File: src/mset_pkg.sv
// Shared constants, codes and types for the multi-slot event timer.
package mset_pkg;

  // Parameter defaults
  localparam int SLOT_COUNT_DEF = 8;
  localparam int TICK_STEP_DEF  = 10;

  // Field widths
  localparam int OP_W    = 3;
  localparam int SLOT_W  = 3;
  localparam int TMO_W   = 32;
  localparam int CODE_W  = 16;
  localparam int OFF_W   = 8;
  localparam int CLK_W   = 32;
  localparam int CNT_W   = 34;

  // Operations
  localparam logic [OP_W-1:0] OP_TICK   = 3'd0;
  localparam logic [OP_W-1:0] OP_ARM    = 3'd1;
  localparam logic [OP_W-1:0] OP_DISARM = 3'd2;
  localparam logic [OP_W-1:0] OP_RESET  = 3'd3;
  localparam logic [OP_W-1:0] OP_PAUSE  = 3'd4;
  localparam logic [OP_W-1:0] OP_RESUME = 3'd5;

  // Slot status
  localparam logic [1:0] ST_UNUSED = 2'h0;
  localparam logic [1:0] ST_ARMED  = 2'h1;
  localparam logic [1:0] ST_PAUSED = 2'h2;

  // Result kinds
  localparam logic RK_EVENT = 1'b0;
  localparam logic RK_ARM   = 1'b1;

  // Per-slot settings held in the settings RAM
  typedef struct packed {
    logic              rep;
    logic [TMO_W-1:0]  timeout;
    logic [CODE_W-1:0] code;
  } slot_cfg_t;

endpackage

File: src/mset_in_if.sv
// Input channel of the event timer: valid/ready plus one command beat.
interface mset_in_if;
  logic                          valid;
  logic                          ready;
  logic [mset_pkg::OP_W-1:0]     operation;
  logic [mset_pkg::SLOT_W-1:0]   slot_index;
  logic [mset_pkg::TMO_W-1:0]    period_ms;
  logic [mset_pkg::CODE_W-1:0]   event_code;
  logic                          repeat_flag;
  logic                          start_now;
  logic [mset_pkg::OFF_W-1:0]    elapsed_offset_ms;

  modport source (
    output valid, operation, slot_index, period_ms, event_code, repeat_flag, start_now,
           elapsed_offset_ms,
    input  ready
  );
  modport sink (
    input  valid, operation, slot_index, period_ms, event_code, repeat_flag, start_now,
           elapsed_offset_ms,
    output ready
  );
endinterface

File: src/mset_out_if.sv
// Result channel of the event timer: valid/ready plus one result beat.
interface mset_out_if;
  logic                          valid;
  logic                          ready;
  logic                          result_kind;
  logic [mset_pkg::CODE_W-1:0]   fired_event_code;
  logic [mset_pkg::CLK_W-1:0]    time_stamp_ms;
  logic [mset_pkg::SLOT_W-1:0]   result_slot;
  logic                          no_free_slot;
  logic                          last_of_run;

  modport source (
    output valid, result_kind, fired_event_code, time_stamp_ms, result_slot, no_free_slot,
           last_of_run,
    input  ready
  );
  modport sink (
    input  valid, result_kind, fired_event_code, time_stamp_ms, result_slot, no_free_slot,
           last_of_run,
    output ready
  );
endinterface

File: src/mset_ram.sv
// Generic simple dual-port RAM: one write port, one registered read port.
module mset_ram #(
  parameter int WIDTH = 8,
  parameter int DEPTH = 8
) (
  input  logic                                  clk,
  input  logic                                  we,
  input  logic [((DEPTH > 1) ? $clog2(DEPTH) : 1)-1:0] waddr,
  input  logic [WIDTH-1:0]                      wdata,
  input  logic                                  re,
  input  logic [((DEPTH > 1) ? $clog2(DEPTH) : 1)-1:0] raddr,
  output logic [WIDTH-1:0]                      rdata
);

  logic [WIDTH-1:0] mem [DEPTH];

  always_ff @(posedge clk) begin
    if (we) begin
      mem[waddr] <= wdata;
    end
    if (re) begin
      rdata <= mem[raddr];
    end
  end

endmodule

File: src/multi_slot_event_timer.sv
// Multi-slot event timer: settings and counters in two RAMs, status in registers.
// Tick: after the accept, one slot per cycle unless a fired slot stalls on the output
//   (counter RAM read port feeds the evaluation), then a flush state for the last event.
// Arm: a free-slot search from slot 0 follows the accept cycle.
// Disarm, reset, pause, resume and unknown codes complete in the accept cycle.
// Reset (rst_n low, synchronous): clock and all slots unused; no clearing pass.
module multi_slot_event_timer #(
  parameter int SLOT_COUNT   = mset_pkg::SLOT_COUNT_DEF,
  parameter int TICK_STEP_MS = mset_pkg::TICK_STEP_DEF
) (
  input logic        clk,
  input logic        rst_n,
  mset_in_if.sink    in_chan,
  mset_out_if.source out_chan
);

  localparam int IDX_W = (SLOT_COUNT > 1) ? $clog2(SLOT_COUNT) : 1;
  localparam int CNT_W = mset_pkg::CNT_W;
  localparam int CFG_W = $bits(mset_pkg::slot_cfg_t);
  localparam logic [IDX_W-1:0]            LAST_IDX = IDX_W'(SLOT_COUNT - 1);
  localparam logic [CNT_W-1:0]            STEP_CNT = CNT_W'(TICK_STEP_MS);
  localparam logic [mset_pkg::OFF_W-1:0]  STEP_OFF = mset_pkg::OFF_W'(TICK_STEP_MS);
  localparam logic [mset_pkg::CLK_W-1:0]  STEP_CLK = mset_pkg::CLK_W'(TICK_STEP_MS);

  // Sequencer states
  localparam logic [1:0] S_IDLE  = 2'd0;
  localparam logic [1:0] S_TICK  = 2'd1;
  localparam logic [1:0] S_ARM   = 2'd2;
  localparam logic [1:0] S_FLUSH = 2'd3;

  logic [1:0]       state_r, state_nxt;
  logic [IDX_W-1:0] scan_r, scan_nxt;
  logic [mset_pkg::CLK_W-1:0] clock_r, clock_nxt;
  logic [1:0]       status_r [SLOT_COUNT];
  logic [1:0]       status_nxt [SLOT_COUNT];

  // Pending fired event: held back one slot so the last one can be marked
  logic                         pend_v_r, pend_v_nxt;
  logic [mset_pkg::CODE_W-1:0]  pend_code_r, pend_code_nxt;
  logic [mset_pkg::SLOT_W-1:0]  pend_slot_r, pend_slot_nxt;

  // Output register
  logic                         out_v_r, out_v_nxt;
  logic                         out_kind_r, out_kind_nxt;
  logic [mset_pkg::CODE_W-1:0]  out_code_r, out_code_nxt;
  logic [mset_pkg::CLK_W-1:0]   out_ts_r, out_ts_nxt;
  logic [mset_pkg::SLOT_W-1:0]  out_slot_r, out_slot_nxt;
  logic                         out_nofree_r, out_nofree_nxt;
  logic                         out_last_r, out_last_nxt;

  // Captured arm command
  logic [mset_pkg::TMO_W-1:0]   arm_tmo_r, arm_tmo_nxt;
  logic [mset_pkg::CODE_W-1:0]  arm_code_r, arm_code_nxt;
  logic                         arm_rep_r, arm_rep_nxt;
  logic                         arm_start_r, arm_start_nxt;
  logic [mset_pkg::OFF_W-1:0]   arm_off_r, arm_off_nxt;

  // RAM ports
  logic                 cfg_we;
  mset_pkg::slot_cfg_t  cfg_wdata;
  logic [CFG_W-1:0]     cfg_rbits;
  mset_pkg::slot_cfg_t  cfg_rd;
  logic                 cnt_we;
  logic [IDX_W-1:0]     cnt_waddr;
  logic [CNT_W-1:0]     cnt_wdata;
  logic [CNT_W-1:0]     cnt_rd;
  logic                 rd_en;
  logic [IDX_W-1:0]     rd_addr;

  logic                        in_fire;
  logic                        out_free;
  logic                        idx_ok;
  logic [IDX_W-1:0]            slot_sel;
  logic [mset_pkg::OFF_W-1:0]  off_src;
  logic [mset_pkg::OFF_W-1:0]  off_sat;
  logic [CNT_W-1:0]            seed_cnt;

  // Slot evaluation
  logic [1:0]       scan_st;
  logic             armed;
  logic             tmo_zero;
  logic [CNT_W-1:0] cnt_sum;
  logic [CNT_W:0]   cnt_diff;
  logic             reached;
  logic             fire;
  logic             cnt_upd;
  logic             one_shot_done;
  logic [CNT_W-1:0] cnt_new;
  logic             tick_go;

  mset_ram #(.WIDTH(CFG_W), .DEPTH(SLOT_COUNT)) u_cfg_ram (
    .clk   (clk),
    .we    (cfg_we),
    .waddr (scan_r),
    .wdata (cfg_wdata),
    .re    (rd_en),
    .raddr (rd_addr),
    .rdata (cfg_rbits)
  );

  mset_ram #(.WIDTH(CNT_W), .DEPTH(SLOT_COUNT)) u_cnt_ram (
    .clk   (clk),
    .we    (cnt_we),
    .waddr (cnt_waddr),
    .wdata (cnt_wdata),
    .re    (rd_en),
    .raddr (rd_addr),
    .rdata (cnt_rd)
  );

  assign cfg_rd = cfg_rbits;

  assign in_fire  = in_chan.valid && in_chan.ready;
  assign out_free = !out_v_r || out_chan.ready;

  // Commands aimed past the table are dropped
  assign idx_ok   = (32'(in_chan.slot_index) < SLOT_COUNT);
  assign slot_sel = IDX_W'(in_chan.slot_index);

  // Counter seed: offset saturates at one step, seed = offset - step (<= 0)
  assign off_src  = (state_r == S_ARM) ? arm_off_r : in_chan.elapsed_offset_ms;
  assign off_sat  = (off_src > STEP_OFF) ? STEP_OFF : off_src;
  assign seed_cnt = CNT_W'(off_sat) - STEP_CNT;

  // One slot per cycle unless stalled: RAM data for scan_r arrives this cycle.
  // Counter compare is signed; diff sign bit clear means counter >= timeout.
  assign scan_st       = status_r[scan_r];
  assign armed         = (scan_st == mset_pkg::ST_ARMED);
  assign tmo_zero      = (cfg_rd.timeout == '0);
  assign cnt_sum       = cnt_rd + STEP_CNT;
  assign cnt_diff      = {cnt_sum[CNT_W-1], cnt_sum} - {3'b000, cfg_rd.timeout};
  assign reached       = !cnt_diff[CNT_W];
  assign fire          = armed && (tmo_zero || reached);
  assign cnt_upd       = armed && !tmo_zero;
  assign one_shot_done = cnt_upd && reached && !cfg_rd.rep;
  assign cnt_new       = (reached && cfg_rd.rep) ? cnt_diff[CNT_W-1:0] : cnt_sum;

  // A fired slot stalls only when the pending beat cannot move out
  assign tick_go = (state_r == S_TICK) && !(fire && pend_v_r && !out_free);

  always_comb begin
    state_nxt      = state_r;
    scan_nxt       = scan_r;
    clock_nxt      = clock_r;
    status_nxt     = status_r;
    pend_v_nxt     = pend_v_r;
    pend_code_nxt  = pend_code_r;
    pend_slot_nxt  = pend_slot_r;
    out_v_nxt      = out_v_r && !out_chan.ready;
    out_kind_nxt   = out_kind_r;
    out_code_nxt   = out_code_r;
    out_ts_nxt     = out_ts_r;
    out_slot_nxt   = out_slot_r;
    out_nofree_nxt = out_nofree_r;
    out_last_nxt   = out_last_r;
    arm_tmo_nxt    = arm_tmo_r;
    arm_code_nxt   = arm_code_r;
    arm_rep_nxt    = arm_rep_r;
    arm_start_nxt  = arm_start_r;
    arm_off_nxt    = arm_off_r;
    cfg_we         = 1'b0;
    cfg_wdata      = '{rep: arm_rep_r, timeout: arm_tmo_r, code: arm_code_r};
    cnt_we         = 1'b0;
    cnt_waddr      = scan_r;
    cnt_wdata      = cnt_new;
    rd_en          = 1'b0;
    rd_addr        = scan_r + 1'b1;

    unique case (state_r)
      S_IDLE: begin
        if (in_fire) begin
          unique case (in_chan.operation)
            mset_pkg::OP_TICK: begin
              clock_nxt = clock_r + STEP_CLK;
              scan_nxt  = '0;
              rd_en     = 1'b1;
              rd_addr   = '0;
              state_nxt = S_TICK;
            end
            mset_pkg::OP_ARM: begin
              arm_tmo_nxt   = in_chan.period_ms;
              arm_code_nxt  = in_chan.event_code;
              arm_rep_nxt   = in_chan.repeat_flag;
              arm_start_nxt = in_chan.start_now;
              arm_off_nxt   = in_chan.elapsed_offset_ms;
              scan_nxt      = '0;
              state_nxt     = S_ARM;
            end
            mset_pkg::OP_DISARM: begin
              if (idx_ok) begin
                status_nxt[slot_sel] = mset_pkg::ST_UNUSED;
              end
            end
            mset_pkg::OP_RESET: begin
              if (idx_ok) begin
                cnt_we               = 1'b1;
                cnt_waddr            = slot_sel;
                cnt_wdata            = seed_cnt;
                status_nxt[slot_sel] = mset_pkg::ST_ARMED;
              end
            end
            mset_pkg::OP_PAUSE: begin
              if (idx_ok) begin
                status_nxt[slot_sel] = mset_pkg::ST_PAUSED;
              end
            end
            mset_pkg::OP_RESUME: begin
              if (idx_ok) begin
                status_nxt[slot_sel] = mset_pkg::ST_ARMED;
              end
            end
            default: begin
            end
          endcase
        end
      end

      S_TICK: begin
        if (tick_go) begin
          cnt_we = cnt_upd;
          if (one_shot_done) begin
            status_nxt[scan_r] = mset_pkg::ST_UNUSED;
          end
          if (fire) begin
            // Earlier fired slot is now known not to be the last
            if (pend_v_r) begin
              out_v_nxt      = 1'b1;
              out_kind_nxt   = mset_pkg::RK_EVENT;
              out_code_nxt   = pend_code_r;
              out_ts_nxt     = clock_r;
              out_slot_nxt   = pend_slot_r;
              out_nofree_nxt = 1'b0;
              out_last_nxt   = 1'b0;
            end
            pend_v_nxt    = 1'b1;
            pend_code_nxt = cfg_rd.code;
            pend_slot_nxt = mset_pkg::SLOT_W'(scan_r);
          end
          if (scan_r == LAST_IDX) begin
            state_nxt = S_FLUSH;
          end else begin
            scan_nxt = scan_r + 1'b1;
            rd_en    = 1'b1;
          end
        end
      end

      S_FLUSH: begin
        if (!pend_v_r) begin
          state_nxt = S_IDLE;
        end else if (out_free) begin
          out_v_nxt      = 1'b1;
          out_kind_nxt   = mset_pkg::RK_EVENT;
          out_code_nxt   = pend_code_r;
          out_ts_nxt     = clock_r;
          out_slot_nxt   = pend_slot_r;
          out_nofree_nxt = 1'b0;
          out_last_nxt   = 1'b1;
          pend_v_nxt     = 1'b0;
          state_nxt      = S_IDLE;
        end
      end

      S_ARM: begin
        if (scan_st == mset_pkg::ST_UNUSED || scan_r == LAST_IDX) begin
          if (out_free) begin
            out_v_nxt      = 1'b1;
            out_kind_nxt   = mset_pkg::RK_ARM;
            out_code_nxt   = '0;
            out_ts_nxt     = clock_r;
            out_last_nxt   = 1'b1;
            state_nxt      = S_IDLE;
            if (scan_st == mset_pkg::ST_UNUSED) begin
              cfg_we             = 1'b1;
              cnt_we             = 1'b1;
              cnt_wdata          = seed_cnt;
              status_nxt[scan_r] = arm_start_r ? mset_pkg::ST_ARMED : mset_pkg::ST_PAUSED;
              out_slot_nxt       = mset_pkg::SLOT_W'(scan_r);
              out_nofree_nxt     = 1'b0;
            end else begin
              out_slot_nxt   = '0;
              out_nofree_nxt = 1'b1;
            end
          end
        end else begin
          scan_nxt = scan_r + 1'b1;
        end
      end
    endcase
  end

  always_ff @(posedge clk) begin
    if (!rst_n) begin
      state_r  <= S_IDLE;
      scan_r   <= '0;
      clock_r  <= '0;
      pend_v_r <= 1'b0;
      out_v_r  <= 1'b0;
      for (int i = 0; i < SLOT_COUNT; i++) begin
        status_r[i] <= mset_pkg::ST_UNUSED;
      end
    end else begin
      state_r  <= state_nxt;
      scan_r   <= scan_nxt;
      clock_r  <= clock_nxt;
      pend_v_r <= pend_v_nxt;
      out_v_r  <= out_v_nxt;
      status_r <= status_nxt;
    end
  end

  always_ff @(posedge clk) begin
    pend_code_r  <= pend_code_nxt;
    pend_slot_r  <= pend_slot_nxt;
    out_kind_r   <= out_kind_nxt;
    out_code_r   <= out_code_nxt;
    out_ts_r     <= out_ts_nxt;
    out_slot_r   <= out_slot_nxt;
    out_nofree_r <= out_nofree_nxt;
    out_last_r   <= out_last_nxt;
    arm_tmo_r    <= arm_tmo_nxt;
    arm_code_r   <= arm_code_nxt;
    arm_rep_r    <= arm_rep_nxt;
    arm_start_r  <= arm_start_nxt;
    arm_off_r    <= arm_off_nxt;
  end

  assign in_chan.ready             = (state_r == S_IDLE);
  assign out_chan.valid            = out_v_r;
  assign out_chan.result_kind      = out_kind_r;
  assign out_chan.fired_event_code = out_code_r;
  assign out_chan.time_stamp_ms    = out_ts_r;
  assign out_chan.result_slot      = out_slot_r;
  assign out_chan.no_free_slot     = out_nofree_r;
  assign out_chan.last_of_run      = out_last_r;

  // The held-back event must be gone before the next command is taken
  a_idle_no_pend: assert property (@(posedge clk) disable iff (!rst_n)
    state_r == S_IDLE |-> !pend_v_r)
    else $error("pending event left behind at idle");

  a_arm_no_pend: assert property (@(posedge clk) disable iff (!rst_n)
    state_r == S_ARM |-> !pend_v_r)
    else $error("pending event during arm search");

  // An arm reply is always the single, final beat of its command
  a_arm_last: assert property (@(posedge clk) disable iff (!rst_n)
    out_v_r && out_kind_r == mset_pkg::RK_ARM |-> out_last_r)
    else $error("arm reply not marked last");

  a_tick_clock: assert property (@(posedge clk) disable iff (!rst_n)
    in_fire && in_chan.operation == mset_pkg::OP_TICK
    |=> clock_r == $past(clock_r) + STEP_CLK)
    else $error("tick did not advance the clock by one step");

endmodule

File: src/flat_wrapper.sv
// flat-port wrapper written by rule: the top's interface ports become plain ports
module multi_slot_event_timer_flat 
#(
  parameter int SLOT_COUNT   = mset_pkg::SLOT_COUNT_DEF,
  parameter int TICK_STEP_MS = mset_pkg::TICK_STEP_DEF
)
  (clk, rst_n, in_chan_valid, in_chan_operation, in_chan_slot_index, in_chan_period_ms, in_chan_event_code, in_chan_repeat_flag, in_chan_start_now, in_chan_elapsed_offset_ms, in_chan_ready, out_chan_valid, out_chan_result_kind, out_chan_fired_event_code, out_chan_time_stamp_ms, out_chan_result_slot, out_chan_no_free_slot, out_chan_last_of_run, out_chan_ready);
  mset_in_if in_chan_i ();
  mset_out_if out_chan_i ();
  input logic clk;
  input logic rst_n;
  input wire logic [$bits(in_chan_i.valid)-1:0] in_chan_valid;
  input wire logic [$bits(in_chan_i.operation)-1:0] in_chan_operation;
  input wire logic [$bits(in_chan_i.slot_index)-1:0] in_chan_slot_index;
  input wire logic [$bits(in_chan_i.period_ms)-1:0] in_chan_period_ms;
  input wire logic [$bits(in_chan_i.event_code)-1:0] in_chan_event_code;
  input wire logic [$bits(in_chan_i.repeat_flag)-1:0] in_chan_repeat_flag;
  input wire logic [$bits(in_chan_i.start_now)-1:0] in_chan_start_now;
  input wire logic [$bits(in_chan_i.elapsed_offset_ms)-1:0] in_chan_elapsed_offset_ms;
  output wire logic [$bits(in_chan_i.ready)-1:0] in_chan_ready;
  output wire logic [$bits(out_chan_i.valid)-1:0] out_chan_valid;
  output wire logic [$bits(out_chan_i.result_kind)-1:0] out_chan_result_kind;
  output wire logic [$bits(out_chan_i.fired_event_code)-1:0] out_chan_fired_event_code;
  output wire logic [$bits(out_chan_i.time_stamp_ms)-1:0] out_chan_time_stamp_ms;
  output wire logic [$bits(out_chan_i.result_slot)-1:0] out_chan_result_slot;
  output wire logic [$bits(out_chan_i.no_free_slot)-1:0] out_chan_no_free_slot;
  output wire logic [$bits(out_chan_i.last_of_run)-1:0] out_chan_last_of_run;
  input wire logic [$bits(out_chan_i.ready)-1:0] out_chan_ready;
  assign in_chan_i.valid = in_chan_valid;
  assign in_chan_i.operation = in_chan_operation;
  assign in_chan_i.slot_index = in_chan_slot_index;
  assign in_chan_i.period_ms = in_chan_period_ms;
  assign in_chan_i.event_code = in_chan_event_code;
  assign in_chan_i.repeat_flag = in_chan_repeat_flag;
  assign in_chan_i.start_now = in_chan_start_now;
  assign in_chan_i.elapsed_offset_ms = in_chan_elapsed_offset_ms;
  assign in_chan_ready = in_chan_i.ready;
  assign out_chan_valid = out_chan_i.valid;
  assign out_chan_result_kind = out_chan_i.result_kind;
  assign out_chan_fired_event_code = out_chan_i.fired_event_code;
  assign out_chan_time_stamp_ms = out_chan_i.time_stamp_ms;
  assign out_chan_result_slot = out_chan_i.result_slot;
  assign out_chan_no_free_slot = out_chan_i.no_free_slot;
  assign out_chan_last_of_run = out_chan_i.last_of_run;
  assign out_chan_i.ready = out_chan_ready;
  multi_slot_event_timer #(.SLOT_COUNT(SLOT_COUNT), .TICK_STEP_MS(TICK_STEP_MS)) u_core (.clk(clk), .rst_n(rst_n), .in_chan(in_chan_i), .out_chan(out_chan_i));
endmodule
File: config.mk
export PLATFORM = sky130hd
export DESIGN_NAME = multi_slot_event_timer_flat
export DESIGN_NICKNAME = d
export VERILOG_FILES = /design/src/mset_pkg.sv /design/src/mset_in_if.sv /design/src/mset_out_if.sv /design/src/mset_ram.sv /design/src/multi_slot_event_timer.sv /design/src/flat_wrapper.sv
export SDC_FILE = /design/constraint.sdc
export NUM_CORES = 1
export LEC_CHECK = 0
export ABC_CLOCK_PERIOD_IN_PS = 16010
export BUFFER_PORTS_ARGS = -buffer_cell sky130_fd_sc_hd__buf_2
export CAP_MARGIN = 20
export CORE_MARGIN = 4
export CORE_UTILIZATION = 58
export CTS_CLUSTER_DIAMETER = 30
export CTS_CLUSTER_SIZE = 8
export DETAILED_ROUTE_END_ITERATION = 16
export MAX_ROUTING_LAYER = met4
export PLACE_DENSITY = 0.75
export SLEW_MARGIN = 25
export SYNTH_ARGS = -nofsm -noshare
export SYNTH_HDL_FRONTEND = slang
export SYNTH_SLANG_ARGS = --single-unit
File: constraint.sdc
create_clock -name clk -period 16.01 [get_ports clk]
set_input_delay 3.202 -clock clk [delete_from_list [all_inputs] [get_ports clk]]
set_output_delay 3.202 -clock clk [all_outputs]
set_load 0.01 [all_outputs]
==> run metrics <==
status finished, final reports clean; final instance area 45600 um2; Max Freq 0.164 GHz; Die W 267 um; TritonCTS buffer count 162; setup bufs post-CTS 0; Synth Cell Area 38800 um2; DR DRC count 0; Total GRT Usage 26.3%; share of post-route cells with drive strength above 1 18.0%; CTS H-Tree Depth 4; TritonCTS clock tree yes; Initial DRC Count 2356; Vias 24200; Layout area overhead 17.4%; Core Box Area roughly 66000 um2; CTS Root Buffer Type clkbuf_16; total power divided by cell area 179 nW/um2; Arrival @ worst endpoint 6.50 ns; global-route wire length before repair between 100000 and 150000 um; Register Area 27400 um2; number of global-route vias before repair 24900; nets 3070; Placed Area 40400 um2; final slew viol count 0; CP startpoint kind flop; area of the multi-input gates ~11000 um2; Row Count 94; EDFF count, synth 877; Crit Path Class flop to flop; CP Max Fanout 33; fin crit period 6.11 ns; Clk pwr share 39.1%; WL final 90500 um; Place WS approximately 9.2 ns; Hold Fails Final Rpt 0; antenna violations before repair 0; slew margin rel. ~29%; # IOs approximately 120; WHS 0.429 ns; # clock sinks 931; worst min-delay path category flop to flop; ANT cells 0; PostCTS Resize Cnt 0; Unique masters post-synth 97; Fill cells 4266; RSZ-0062 raised after global routing no; IO Port Bufs roughly 120; DRT antenna net count 0; net switching power 2.42 mW; switching share of power 29.6%; LEAKAGE around 16 nW; Synth Net Count 2885; largest net degree at the start of global routing 102; Die Y about 270 um; crit path capture type flop; final setup slack of the worst path a little under 10 ns; Final HPWL DP slightly below 50000 um; synth warn 0; Period Utilization, post-route 38.2%; P_int 5.76 mW; Clock transition at path regs 0.05 ns; Worst Max-Slew Pin Slew around 1.1 ns; Die ar. between 70000 and 80000 um2; Vias/cell 6.16; hold depth 0; Synth Instances 2775; final setup vio count 0; Placer Congestion 0.941; sequential share of power between 30% and 40%; Avg Cell Area, Syn between 10 and 15 um2; Main synth FF type edfxtp_1; initial core utilization 58.8%; combinational share of power 21.2%; worst-skew pair later-pin latency 0.74 ns; FF-to-FF path depth 16; Max Cap Viol 0; Hold Buf Count CTS 0; Worst Skew roughly 0.023 ns; CTS max path bufs 3; Congestion Overflow GR 0; maximum vdd ir drop 104 uV; drt wl/cell 23.1 um; Fin Setup TNS 0 ns; First-pass DRT Iterations 6; sequential area share after synthesis 70.6%; fraction of registers with async set/reset 0%; Critical Path RT 16.40 ns; Yosys reg bits a little over 900
==> metrics by stage <==
step / power (mW) / instances / utilization, %
2_1_floorplan: 4.44 / 2775 / -
3_3_place_gp: 4.89 / 3657 / 61.1
3_5_place_dp: 4.97 / 3657 / 61.2
4_1_cts: 8.18 / 3924 / 68.9
5_1_grt: 8.52 / 3927 / 69.0
6_report: 8.18 / 3927 / 69.0
==> routing by layer <==
metal	track usage (%)	vias up	share of wire, %
met2	43.3	1167	51
met3	5.03	217	7.9
li1	-	10700	-
met5	-	-	0
met4	9.47	0	2.8
met1	33.1	12100	38
==> sequential cells by signal, summed over array words and instances, names as in the netlist, named ones only <==
signal / cells
u_core.pend_code_r: 16
u_core.u_cfg_ram.mem: 392
u_core.out_chan.result_kind: 1
u_core.out_chan.last_of_run: 1
u_core.out_chan.result_slot: 3
u_core.arm_off_r: 8
u_core.scan_r: 3
u_core.status_r: 15
u_core.arm_tmo_r: 32
u_core.state_r: 2
u_core.u_cfg_ram.rdata: 49
u_core.arm_start_r: 1
u_core.out_chan.time_stamp_ms: 31
u_core.u_cnt_ram.mem: 272
u_core.clock_r: 31
u_core.pend_v_r: 1
u_core.arm_code_r: 16
u_core.u_cnt_ram.rdata: 34
u_core.pend_slot_r: 3
u_core.out_chan.fired_event_code: 16
u_core.out_chan.no_free_slot: 1
u_core.arm_rep_r: 1
u_core.out_chan.valid: 1
==> logic make-up after synthesis <==
logic type | Yosys count | synth area share (%)
AO/OA/AOI/OAI | 442 | 7.22
XOR/XNOR | 81 | 1.85
adder cells (fa/ha/maj) | 42 | 1.37
buffers and inverters | 190 | 1.97
flip-flops | 931 | 70.6
multiplexers | 109 | 5.66
other | 1 | 0.00965
AND/OR/NAND/NOR | 979 | 11.3
==> synth_stat cells (all sizes together), types with 15 or more instances <==
cell	n	area share [%]
a21o	19	0.37
a21oi	74	1.0
a31oi	24	0.43
and2	34	0.55
and3	19	0.31
buf	51	0.63
clkbuf	86	0.83
dfxtp	54	2.8
edfxtp	877	68
ha	41	1.3
inv	52	0.50
mux2i	20	0.55
mux4	87	5.1
nand2	322	3.1
nand2b	15	0.29
nand3	111	1.4
nand4	15	0.28
nor2	357	3.5
nor2b	33	0.53
nor3	17	0.25
o21ai	217	2.8
o221a	16	0.46
xnor2	54	1.2
xor2	27	0.63
==> critical path: stages, from the launching register on <==
cell,delay [ns]
edfxtp_1,0.51
ha_1,0.36
o2111ai_4,0.23
or2_2,0.39
nor2_1,0.23
nand3_1,0.17
xnor2_1,0.30
ha_1,0.36
a211o_1,0.33
o211ai_1,0.10
a21oi_1,0.14
a211oi_1,0.45
a311oi_1,0.21
o21ai_4,0.61
buf_4,0.47
mux2i_1,0.13
o21ai_0,0.76
==> placed cells by master, fill, tap and decap left out, types with 52 or more instances in the layout <==
master	Yosys	final
nand2_1	321	320
dfxtp_1	54	53
nand3_1	111	111
a21oi_1	70	70
clkbuf_16	0	165
xnor2_1	54	54
nor2_1	354	336
edfxtp_1	877	877
buf_2	21	122
o21ai_0	214	212
mux4_2	86	86
inv_1	52	52
==> power groups by stage <==
stage               Combinational [mW]  Sequential (mW)  Clock, mW
finish                            1.73             3.25       3.20
global route                      1.89             3.26       3.36
CTS                               1.71             3.24       3.23
detailed placement                1.69             3.28          0
global placement                  1.62             3.27          0
floorplan                         1.20             3.24          0
==> final timing paths <==
path | from | endpoint | slack [ns]
max | u_core.u_cnt_ram.rdata[1] | u_core.u_cnt_ram.mem[4][14] | 9.90
min | u_core.u_cfg_ram.rdata[10] | u_core.pend_code_r[10] | 0.43
max reg2reg | u_core.u_cnt_ram.rdata[1] | u_core.u_cnt_ram.mem[4][14] | 9.90
min reg2reg | u_core.u_cfg_ram.rdata[10] | u_core.pend_code_r[10] | 0.43
==> cell type report <==
type                    count  share of cell area (%)
repair buffers            158                    2.01
inverters                  53                   0.436
clock inverters            69                    1.84
flip-flops and latches    931                    60.1
clock buffers             198                    9.35
multi-input cells        1654                    23.9
well taps                 864                    2.37
Power figures use the tool's default switching activity.
